[config.mk]
export PLATFORM = sky130hd
export DESIGN_NAME = mrtu_ctrl
export DESIGN_NICKNAME = d
export VERILOG_FILES = /design/src/hdl/mrtu_pkg.sv /design/src/hdl/mrtu_ctrl.sv
export SDC_FILE = /design/constraint.sdc
export NUM_CORES = 1
export LEC_CHECK = 0
export BUFFER_PORTS_ARGS = -buffer_cell sky130_fd_sc_hd__buf_4
export CORE_MARGIN = 4
export CORE_UTILIZATION = 32
export CTS_BUF_LIST = sky130_fd_sc_hd__clkbuf_4
export DETAILED_ROUTE_END_ITERATION = 16
export SYNTH_ARGS = -nofsm -noshare
export SYNTH_HDL_FRONTEND = slang
export SYNTH_SLANG_ARGS = --single-unit
[constraint.sdc]
create_clock -name clock -period 1.2 [get_ports clock]
set_input_delay 0.18 -clock clock [delete_from_list [all_inputs] [get_ports clock]]
set_output_delay 0.18 -clock clock [all_outputs]
set_load 0.1 [all_outputs]
[src/hdl/mrtu_pkg.sv]
`default_nettype none
package mrtu_pkg;

   localparam int IMAGE_WORDS = 64;
   localparam int FRAME_BYTES = 256;

   localparam int IMG_AW  = $clog2(IMAGE_WORDS);
   localparam int BIT_AW  = IMG_AW + 4;
   localparam int MEM_AW  = IMG_AW + 2;
   localparam int MEM_WORDS = 4 * IMAGE_WORDS;
   localparam int FR_AW   = $clog2(FRAME_BYTES);
   localparam int CNT_W   = FR_AW + 1;
   localparam int SUM_W   = (BIT_AW > 12) ? BIT_AW : 12;

   localparam int REQ_DATA_W = 32;
   localparam int RSP_DATA_W = 72;

   localparam logic [15:0] CRC_POLY = 16'hA001;
   localparam logic [15:0] CRC_INIT = 16'hFFFF;
   localparam logic [7:0]  COIL_ON  = 8'hFF;

   localparam logic [7:0] FC_READ_COILS    = 8'd1;
   localparam logic [7:0] FC_READ_DISCRETE = 8'd2;
   localparam logic [7:0] FC_READ_HOLDING  = 8'd3;
   localparam logic [7:0] FC_READ_INPUT    = 8'd4;
   localparam logic [7:0] FC_WRITE_COIL    = 8'd5;
   localparam logic [7:0] FC_WRITE_REG     = 8'd6;
   localparam logic [7:0] FC_DIAG          = 8'd8;
   localparam logic [7:0] FC_WRITE_COILS   = 8'd15;
   localparam logic [7:0] FC_WRITE_REGS    = 8'd16;

   localparam logic [1:0] TBL_COIL     = 2'd0;
   localparam logic [1:0] TBL_DISCRETE = 2'd1;
   localparam logic [1:0] TBL_HOLDING  = 2'd2;
   localparam logic [1:0] TBL_INPUT    = 2'd3;

   localparam logic [2:0] STS_OK        = 3'd0;
   localparam logic [2:0] STS_LENGTH    = 3'd1;
   localparam logic [2:0] STS_CRC       = 3'd2;
   localparam logic [2:0] STS_INVALID   = 3'd3;
   localparam logic [2:0] STS_EXCEPTION = 3'd4;

   localparam logic [1:0] CSR_SLAVE    = 2'd0;
   localparam logic [1:0] CSR_FUNCTION = 2'd1;
   localparam logic [1:0] CSR_START    = 2'd2;
   localparam logic [1:0] CSR_QUANTITY = 2'd3;

   typedef enum logic [1:0] {
      KIND_TX_PULL   = 2'd0,
      KIND_RX_BYTE   = 2'd1,
      KIND_IMG_WRITE = 2'd2,
      KIND_IMG_READ  = 2'd3
   } kind_type;

   typedef enum logic [3:0] {
      ST_IDLE, ST_DISPATCH, ST_TX_RD1, ST_TX_FIN, ST_CRC_RD, ST_CRC_ACC,
      ST_HDR_RD, ST_HDR_CAP, ST_CHECK, ST_UB_RD, ST_UB_WR, ST_UW_RD0,
      ST_UW_RD1, ST_UW_WR, ST_FINISH
   } ctrl_state_type;

   typedef enum logic [3:0] {
      OP_NONE, OP_LATCH, OP_DISPATCH, OP_TX_RD1, OP_TX_FIN, OP_CRC_RD,
      OP_CRC_ACC, OP_HDR_RD, OP_HDR_CAP, OP_CHECK, OP_UB_RD, OP_UB_WR,
      OP_UW_RD0, OP_UW_RD1, OP_UW_WR, OP_FINISH
   } dp_op_type;

   typedef struct packed {
      dp_op_type op;
   } dp_cmd_type;

   typedef struct packed {
      kind_type kind;
      logic     last;
      logic     n_bad;
      logic     crc_last;
      logic     hdr_last;
      logic     unpack_bits;
      logic     unpack_words;
      logic     loop_last;
      logic     out_free;
   } dp_sts_type;

   function automatic logic [15:0] crc_byte(input logic [15:0] crc_i, input logic [7:0] b);
      logic [15:0] c;
      c = crc_i ^ {8'h00, b};
      for (int k = 0; k < 8; k++) begin
         c = c[0] ? ((c >> 1) ^ CRC_POLY) : (c >> 1);
      end
      return c;
   endfunction

   // request length without crc, zero when oversize
   function automatic logic [9:0] req_len(input logic [7:0] fc, input logic [10:0] qty);
      logic [11:0] c15;
      logic [11:0] c16;
      logic [11:0] len;
      logic        ovf;
      c15 = (12'(qty) + 12'd7) >> 3;
      c16 = {qty, 1'b0};
      ovf = 1'b0;
      case (fc)
         FC_READ_COILS, FC_READ_DISCRETE, FC_READ_HOLDING, FC_READ_INPUT,
         FC_WRITE_COIL, FC_WRITE_REG: len = 12'd6;
         FC_DIAG: len = 12'd4;
         FC_WRITE_COILS: begin
            ovf = (c15 > 12'd255);
            len = 12'd7 + c15;
         end
         FC_WRITE_REGS: begin
            ovf = (c16 > 12'd255);
            len = 12'd7 + c16;
         end
         default: len = 12'd2;
      endcase
      if (len + 12'd2 > 12'(FRAME_BYTES)) ovf = 1'b1;
      return ovf ? 10'd0 : len[9:0];
   endfunction

endpackage
`default_nettype wire

[src/hdl/mrtu_ctrl.sv]
`default_nettype none
module mrtu_ctrl (
   input  wire logic                clock,
   input  wire logic                reset,
   input  wire logic                req_valid,
   output logic                     idle,
   output mrtu_pkg::dp_cmd_type     cmd,
   input  wire mrtu_pkg::dp_sts_type sts
);
   import mrtu_pkg::*;

   ctrl_state_type state_ff, state_in;

   always_ff @(posedge clock) begin
      if (reset) begin
         state_ff <= ST_IDLE;
      end else begin
         state_ff <= state_in;
      end
   end

   always_comb begin
      state_in = state_ff;
      case (state_ff)
         ST_IDLE:     if (req_valid) state_in = ST_DISPATCH;
         ST_DISPATCH: begin
            case (sts.kind)
               KIND_TX_PULL: state_in = ST_TX_RD1;
               KIND_RX_BYTE: state_in = (sts.last && !sts.n_bad) ? ST_CRC_RD : ST_FINISH;
               default:      state_in = ST_FINISH;
            endcase
         end
         ST_TX_RD1:   state_in = ST_TX_FIN;
         ST_TX_FIN:   if (sts.out_free) state_in = ST_IDLE;
         ST_CRC_RD:   state_in = ST_CRC_ACC;
         ST_CRC_ACC:  state_in = sts.crc_last ? ST_HDR_RD : ST_CRC_RD;
         ST_HDR_RD:   state_in = ST_HDR_CAP;
         ST_HDR_CAP:  state_in = sts.hdr_last ? ST_CHECK : ST_HDR_RD;
         ST_CHECK: begin
            if (sts.unpack_bits) state_in = ST_UB_RD;
            else if (sts.unpack_words) state_in = ST_UW_RD0;
            else state_in = ST_FINISH;
         end
         ST_UB_RD:    state_in = ST_UB_WR;
         ST_UB_WR:    state_in = sts.loop_last ? ST_FINISH : ST_UB_RD;
         ST_UW_RD0:   state_in = ST_UW_RD1;
         ST_UW_RD1:   state_in = ST_UW_WR;
         ST_UW_WR:    state_in = sts.loop_last ? ST_FINISH : ST_UW_RD0;
         ST_FINISH:   if (sts.out_free) state_in = ST_IDLE;
         default:     state_in = ST_IDLE;
      endcase
   end

   always_comb begin
      cmd.op = OP_NONE;
      idle   = 1'b0;
      case (state_ff)
         ST_IDLE: begin
            idle = 1'b1;
            if (req_valid) cmd.op = OP_LATCH;
         end
         ST_DISPATCH: cmd.op = OP_DISPATCH;
         ST_TX_RD1:   cmd.op = OP_TX_RD1;
         ST_TX_FIN:   if (sts.out_free) cmd.op = OP_TX_FIN;
         ST_CRC_RD:   cmd.op = OP_CRC_RD;
         ST_CRC_ACC:  cmd.op = OP_CRC_ACC;
         ST_HDR_RD:   cmd.op = OP_HDR_RD;
         ST_HDR_CAP:  cmd.op = OP_HDR_CAP;
         ST_CHECK:    cmd.op = OP_CHECK;
         ST_UB_RD:    cmd.op = OP_UB_RD;
         ST_UB_WR:    cmd.op = OP_UB_WR;
         ST_UW_RD0:   cmd.op = OP_UW_RD0;
         ST_UW_RD1:   cmd.op = OP_UW_RD1;
         ST_UW_WR:    cmd.op = OP_UW_WR;
         ST_FINISH:   if (sts.out_free) cmd.op = OP_FINISH;
         default:     cmd.op = OP_NONE;
      endcase
   end

   a_accept_dispatch: assert property (@(posedge clock) disable iff (reset)
      (state_ff == ST_IDLE && req_valid) |=> state_ff == ST_DISPATCH)
      else $error("accepted item not dispatched");

   a_crc_pairs: assert property (@(posedge clock) disable iff (reset)
      (state_ff == ST_CRC_ACC) |-> $past(state_ff) == ST_CRC_RD)
      else $error("crc accumulate without a buffer read");

   a_load_free: assert property (@(posedge clock) disable iff (reset)
      (cmd.op == OP_TX_FIN || cmd.op == OP_FINISH) |-> sts.out_free)
      else $error("result loaded over an untaken result");

endmodule
`default_nettype wire

# Yosys cells after proc, flatten, opt, wreduce, memory -nomap -nowiden
# Cells that the tools add are included.
[totals] ff_bits=4 input_bits=13 out_inout_bits=5 wordCells=40
[classes] n_eq_ne=17 n_mux=16 n_reduce_logical=6
[op_table] cell="$pmux 4 s15" n=1
[op_table] cell="$pmux 4 s14" n=1
[op_table] cell="$eq 4x4->1 const B" n=7
[op_table] cell="$mux 4" n=5
[op_table] cell="$eq 4x3->1 const B" n=4
[op_table] cell="$mux 3" n=5
[op_table] cell="$eq 4x2->1 const B" n=2
[op_table] cell="$pmux 4 s2" n=1
[op_table] cell="$eq 4x1->1 const B" n=1
[op_table] cell="$logic_not 4->1" n=1
[op_table] cell="$eq 2x1->1 const B" n=1
[op_table] cell="$logic_not 2->1" n=1
[op_table] cell="$mux 1" n=2
[op_table] cell="$mux 2" n=1
[op_table] cell="$ne 2x1->1 const B" n=1
[op_table] cell="$ne 2x2->1 const B" n=1
[op_table] cell="$reduce_and 2->1" n=1
[op_table] cell="$reduce_or 2->1" n=1
[op_table] cell="$logic_and 1x1->1" n=1
[op_table] cell="$logic_not 1->1" n=1

# Depth between registers and ports, before layout
# Gate-level depths: netlist of run 1.
[logic_depth] ltp_word=5 ltp_mapped=6 mapped_depth_nobuf=4

# Worst setup path after synthesis of run 1
# Ideal clock, no wire load.
[synth_path] path_type="reg2out" start="register state_ff[1]" end="output port idle" arrival_ns=3.573 required_ns=1.020 setup_slack_ns=-2.553 stages_incl_launch_ff=4 n_path_buf=2 path_cell_list="dfxtp_1 buf_2 buf_2 nor4_1"
[synth_via] elab_chain_len=2
[synth_rtl] item="from (decl)" line="mrtu_ctrl.sv:12" source="ctrl_state_type state_ff, state_in;"
[synth_rtl] item="from (signal assigned)" line="mrtu_ctrl.sv:18" source="state_ff <= state_in;"
[synth_rtl] item="$logic_not 4->1" line="mrtu_ctrl.sv:57" source="case (state_ff)"
[synth_rtl] item="$mux 1" line="mrtu_ctrl.sv:57"
[synth_rtl] item="to (decl)" line="mrtu_ctrl.sv:6" source="output logic idle,"
# No other way between the ends.

# Final worst setup path of run 1
[layout_path] start="register state_ff[2]" end="output port idle"
# Same word-level chain as after synthesis.

==> results of run 1 <==
==> kinds of logic after synthesis <==
| logic type | after synthesis | synth area share, % |
|---|---|---|
| simple gates | 32 | 35.6 |
| flops | 4 | 15.8 |
| buf+inv | 12 | 12.1 |
| compound gates | 29 | 36.4 |
==> power groups by stage <==
stage                     clock (mW)  combinational (mW)  sequential [mW]
after floorplan                    0                1.76            0.207
after global placement             0                2.09            0.294
after detailed placement           0                2.10            0.294
after CTS                      0.173                2.44            0.325
after global routing           0.185                2.65            0.349
final                          0.170                2.53            0.338
==> final cells by class <==
cell class	instances	area, µm²	share of cell area (%)
repair buffers	39	369	36.0
multi-input cells	61	499	48.7
flip-flops and latches	4	95.1	9.27
clock buffers	3	22.5	2.20
well taps	16	20.0	1.95
inverters	4	20.0	1.95
==> path summary, 6_finish.rpt <==
kind	slack, ns	cells past startpoint	to
worst max-delay path	-0.29	3	idle
worst min-delay path	0.13	2	state_ff[2]
worst max register to register	-0.14	5	state_ff[2]
worst min register to register	0.68	2	state_ff[0]
==> metal layers <==
| metal | wire length, µm | global-route usage (%) | part of all wire [%] |
|---|---|---|---|
| met1 | 833 | 22.8 | 44 |
| met2 | 875 | 27.4 | 47 |
| met3 | 138 | 6.02 | 7.4 |
| met4 | 28 | 10.2 | 1.5 |
| met5 | 0 | 0 | 0 |
==> cells in the mapped netlist, drive strengths merged <==
| cell type | instances |
|---|---|
| o32ai | 1 |
| nor3 | 1 |
| nand3b | 3 |
| buf | 8 |
| nor3b | 1 |
| nor4bb | 1 |
| or4 | 1 |
| nor2 | 9 |
| a31oi | 5 |
| o21ai | 9 |
| nand4 | 1 |
| nand2 | 6 |
| o22ai | 1 |
| a21oi | 7 |
| inv | 4 |
| nor2b | 1 |
| nor4 | 4 |
| o211ai | 1 |
| a211o | 2 |
| a221o | 1 |
| a311oi | 1 |
| nand2b | 4 |
| dfxtp | 4 |
| o311a | 1 |
==> metrics by stage <==
stage	instances	hold WS (ns)
global placement	121	0.379
floorplan	77	0.242
finish	127	0.131
CTS	125	0.125
detailed placement	121	0.378
global route	127	0.127
==> timing repair <==
item	CTS	global route
gates resized for setup	29	7
endpoints found under the setup margin	9	9
pin swaps	7	8
setup buffers	1	2
==> flow_metrics.env, run 1 <==
export IMPL_holdCritStartpoint="reset"
export IMPL_comb_power_share_pct=83.3
export IMPL_crit_type="reg2out"
export IMPL_portBuffers=17
export IMPL_worst_slack_ns=-0.289
export IMPL_ir_drop_v=0.00213
export IMPL_grt_setup_unrepaired="true"
export IMPL_dpl_cell_area_um2=850
export IMPL_clk_latency_ns=0.24
export IMPL_wl_per_cell_um=14.8
export IMPL_synth_seq_area_share_pct=15.8
export IMPL_numCtsBuffers=3
export IMPL_seqPwrFrac_pct=11.1
export IMPL_grt_overflow_total=0
export IMPL_p_sw_share_pct=54.0
export IMPL_outcome="finished with violations"
export IMPL_setup_viol_count_final=9
export IMPL_cts_tree="yes"
export IMPL_path_max_fanout=5
export IMPL_required_ns=1.02
export IMPL_area_growth_pct=103
export IMPL_vias_per_cell=5.52
export IMPL_top_regs="state_ff x4"
export IMPL_yosysTopAreaCell="dfxtp_1"
export IMPL_postLayoutCellArea_um2=1030
export IMPL_cpPeakStageDelay_ns=0.36
export IMPL_synth_top_area_share_pct=15.8
export IMPL_p_total_mw=3.04
export IMPL_fin_tns_setup_ns=-1.56
export IMPL_violations="setup timing"
export IMPL_synth_seq_cells=4
export IMPL_p_per_area_nw_per_um2=2960
export IMPL_placementRows=14
export IMPL_cts_sinks=4
export IMPL_top_register="state_ff"
export IMPL_endpoint_kind="primary output"
export IMPL_core_area_um2=1510
export IMPL_wirelength_um=1880
export IMPL_cts_root_buf="clkbuf_4"
export IMPL_hold_viol=0
export IMPL_worstMarginPinSlew_ns=0.313
export IMPL_maxCapViolations=0
export IMPL_grt_pass1_wl_um=2870
export IMPL_n_antenna_cell=0
export IMPL_hold_path_class="in2reg"
export IMPL_period_minus_slack_ns=1.49
export IMPL_critPathBufInv=2
export IMPL_grt_max_degree=12
export IMPL_crit_start="state_ff[2]"
export IMPL_largest_reg_flops=4
export IMPL_synth_area_top_cells="dfxtp_1 (16%), buf_2 (6.9%), nor2_1 (6.7%)"
export IMPL_fmax_ghz=0.672
export IMPL_p_sw_mw=1.64
export IMPL_initial_core_util_pct=33.6
export IMPL_clk_path_buf_depth=2
export IMPL_io_pins=18
export IMPL_vias=701
export IMPL_ctsHoldBuffers=0
export IMPL_fin_crit_sh_pct=124
export IMPL_drt_pass1_iterations=4
export IMPL_critPathLaunchType="register"
export IMPL_layout_common_cells="buf_4 (28), nor2_1 (8), buf_6 (7)"
export IMPL_cp_common_cell="buf_6"
export IMPL_first_global_vias=665
export IMPL_relSlewSlack_pct=78.8
export IMPL_finalMaxSlewViolations=0
export IMPL_synth_fp_nets=90
export IMPL_postRouteAntennaNets=0
export IMPL_path_cells="buf_6, nor4_4, buf_6"
export IMPL_critPathTopFamily="buffers and inverters"
export IMPL_htreeDepth=1
export IMPL_drt_iter0_markers=13
export IMPL_track_usage_pct=18.3
export IMPL_synth_area_um2=505
export IMPL_route_detailed_drc=0
export IMPL_final_common_cell="buf_4"
export IMPL_hpwlAfterDp_um=1320
export IMPL_fill_cells=115
export IMPL_antenna_found_initial=0
export IMPL_ys_types=30
export IMPL_skew_ns=0.000411
export IMPL_timing_rr_start="state_ff[1]"
export IMPL_drive_gt1_share_pct=59.5
export IMPL_final_core_util_pct=68.1
export IMPL_critPathArrivalTime_ns=1.31
export IMPL_die_w_um=47.7
export IMPL_gp_congestion=0.789
export IMPL_path_clk_slew_ns=0.04
export IMPL_syn_avg_cell_area_um2=6.56
export IMPL_cp_slowest_cell="dfxtp_4"
export IMPL_die_area_um2=2280
export IMPL_final_nets=126
export IMPL_pre_cts_ws_ns=-0.218
export IMPL_p_leak_nw=0.391
export IMPL_internal_power_mw=1.40
export IMPL_synth_warning_count=0
export IMPL_clkPwrFrac_pct=5.6
export IMPL_die_y_um=47.7
export IMPL_synth_cells=77
(Power assumes the default switching activity.)
==> run 2: changes to the inputs <==
--- a/config.mk
+++ b/config.mk
@@ -10,6 +10,7 @@
 export CORE_UTILIZATION = 32
 export CTS_BUF_LIST = sky130_fd_sc_hd__clkbuf_4
 export DETAILED_ROUTE_END_ITERATION = 16
+export PLACE_DENSITY = 0.65
 export SYNTH_ARGS = -nofsm -noshare
 export SYNTH_HDL_FRONTEND = slang
 export SYNTH_SLANG_ARGS = --single-unit
==> flow_metrics.env, run 2 (same netlist as run 1, synthesis figures left out) <==
export IMPL_multi_input_area_um2=518
export IMPL_p_leak_nw=0.411
export IMPL_initial_core_util_pct=33.6
export IMPL_final_core_util_pct=72.3
export IMPL_rrSetupSlack_ns=-0.18
export IMPL_timing_rr_start="state_ff[1]"
export IMPL_p_per_area_nw_per_um2=2990
export IMPL_drt_iter0_markers=25
export IMPL_critPathArrivalTime_ns=1.32
export IMPL_required_ns=1.02
export IMPL_grt_setup_unrepaired="true"
export IMPL_fin_crit_sh_pct=125
export IMPL_worstReg2RegEnd="state_ff[2]"
export IMPL_worst_slack_ns=-0.302
export IMPL_fmax_ghz=0.666
export IMPL_die_w_um=47.7
export IMPL_layout_common_cells="buf_4 (29), nor2_1 (8), buf_12 (7)"
export IMPL_grt_max_degree=10
export IMPL_vias=745
export IMPL_hold_path_class="in2reg"
export IMPL_antenna_found_initial=0
export IMPL_vias_per_cell=5.78
export IMPL_htreeDepth=1
export IMPL_cpPeakStageDelay_ns=0.37
export IMPL_crit_type="reg2out"
export IMPL_worstMarginPinSlew_ns=0.344
export IMPL_outcome="finished with violations"
export IMPL_postLayoutCellArea_um2=1090
export IMPL_wirelength_um=2150
export IMPL_die_area_um2=2280
export IMPL_register_area_um2=95.1
export IMPL_gp_congestion=0.818
export IMPL_core_area_um2=1510
export IMPL_track_usage_pct=20.5
export IMPL_portBuffers=17
export IMPL_hold_viol=0
export IMPL_path_cells="buf_6, nor4_4, buf_6"
export IMPL_postRouteAntennaNets=0
export IMPL_drive_gt1_share_pct=60.2
export IMPL_n_antenna_cell=0
export IMPL_finalMaxSlewViolations=0
export IMPL_cts_root_buf="clkbuf_4"
export IMPL_route_detailed_drc=0
export IMPL_placementRows=14
export IMPL_top_regs="state_ff x4"
export IMPL_grt_pass1_wl_um=3190
export IMPL_area_growth_pct=116
export IMPL_holdCritStartpoint="reset"
export IMPL_violations="setup timing"
export IMPL_cts_sinks=4
export IMPL_skew_ns=0.00380
export IMPL_path_max_fanout=5
export IMPL_endpoint_kind="primary output"
export IMPL_grt_overflow_total=0
export IMPL_clk_latency_ns=0.25
export IMPL_cp_common_cell="buf_6"
export IMPL_hpwlAfterDp_um=1420
export IMPL_drt_pass1_iterations=4
export IMPL_crit_start="state_ff[1]"
export IMPL_first_global_vias=722
export IMPL_path_clk_slew_ns=0.04
export IMPL_cts_tree="yes"
export IMPL_numCtsBuffers=3
export IMPL_r2r_cells=5
export IMPL_cp_slowest_cell="dfxtp_4"
export IMPL_ctsHoldBuffers=0
export IMPL_wl_per_cell_um=16.7
export IMPL_io_pins=18
export IMPL_maxCapViolations=0
export IMPL_clk_path_buf_depth=2
export IMPL_die_y_um=47.7
export IMPL_setup_viol_count_final=9
export IMPL_relSlewSlack_pct=76.8
export IMPL_hold_depth=2
export IMPL_hold_end="state_ff[3]"
export IMPL_top_register="state_ff"
export IMPL_final_nets=128
export IMPL_period_minus_slack_ns=1.50
export IMPL_final_common_cell="buf_4"
export IMPL_ir_drop_v=0.00163
export IMPL_largest_reg_flops=4
export IMPL_dpl_cell_area_um2=905
export IMPL_fill_cells=113
export IMPL_critPathLaunchType="register"
==> run 2: power by group <==
part / internal (mW) / leakage [nW] / switching [mW]
registers: 0.214 / 0.0356 / 0.134
logic: 1.19 / 0.361 / 1.54
clock network: 0.113 / 0.0138 / 0.0662
==> run 2: cell type report <==
class,instances,share of cell area [%]
multi-input combinational,61,47.5
tap,16,1.84
sequential,4,8.73
inverter,4,1.84
timing repair buffer,41,38.0
clock buffer,3,2.07
==> run 2: what timing repair did <==
| action | in CTS | in global routing |
|---|---|---|
| endpoints found under the hold margin | 0 | 0 |
| setup endpoints to repair | 9 | 9 |
| setup buffers | 1 | 0 |
| pin swaps | 8 | 1 |
| gates resized for setup | 33 | 4 |
==> run 2: worst max-delay path by stage <==
stage,endpoint,slack [ns],cells past startpoint
global placement,cmd[1],-0.19,5
CTS,cmd[0],-0.28,4
floorplan,cmd[0],-0.62,4
detailed placement,cmd[1],-0.23,5
finish,idle,-0.30,3
global route,cmd[2],-0.32,5
==> run 2: layer usage <==
metal,vias up,share of wire (%),track usage [%]
met5,-,0,0
met4,0,2.6,12.4
met3,7,4.5,3.76
met2,30,52,33.0
met1,344,41,25.1
li1,364,-,-
==> run 2: critical path, delay by kind of cell, from the launching register on <==
kind,cells,cell delay (ns)
AND/OR/NAND/NOR,1,0.30
flip-flops,1,0.37
buffers and inverters,2,0.41
==> run 2: stage by stage <==
stage	power, mW	setup TNS, ns	hold WS (ns)	std cells	setup slack [ns]
3_5_place_dp	2.52	-1.58	0.381	125	-0.229
5_1_grt	3.39	-2.18	0.128	129	-0.317
2_1_floorplan	1.97	-1.87	0.242	77	-0.621
6_report	3.25	-1.76	0.125	129	-0.302
4_1_cts	3.15	-1.54	0.119	129	-0.281
3_3_place_gp	2.49	-1.38	0.377	125	-0.193
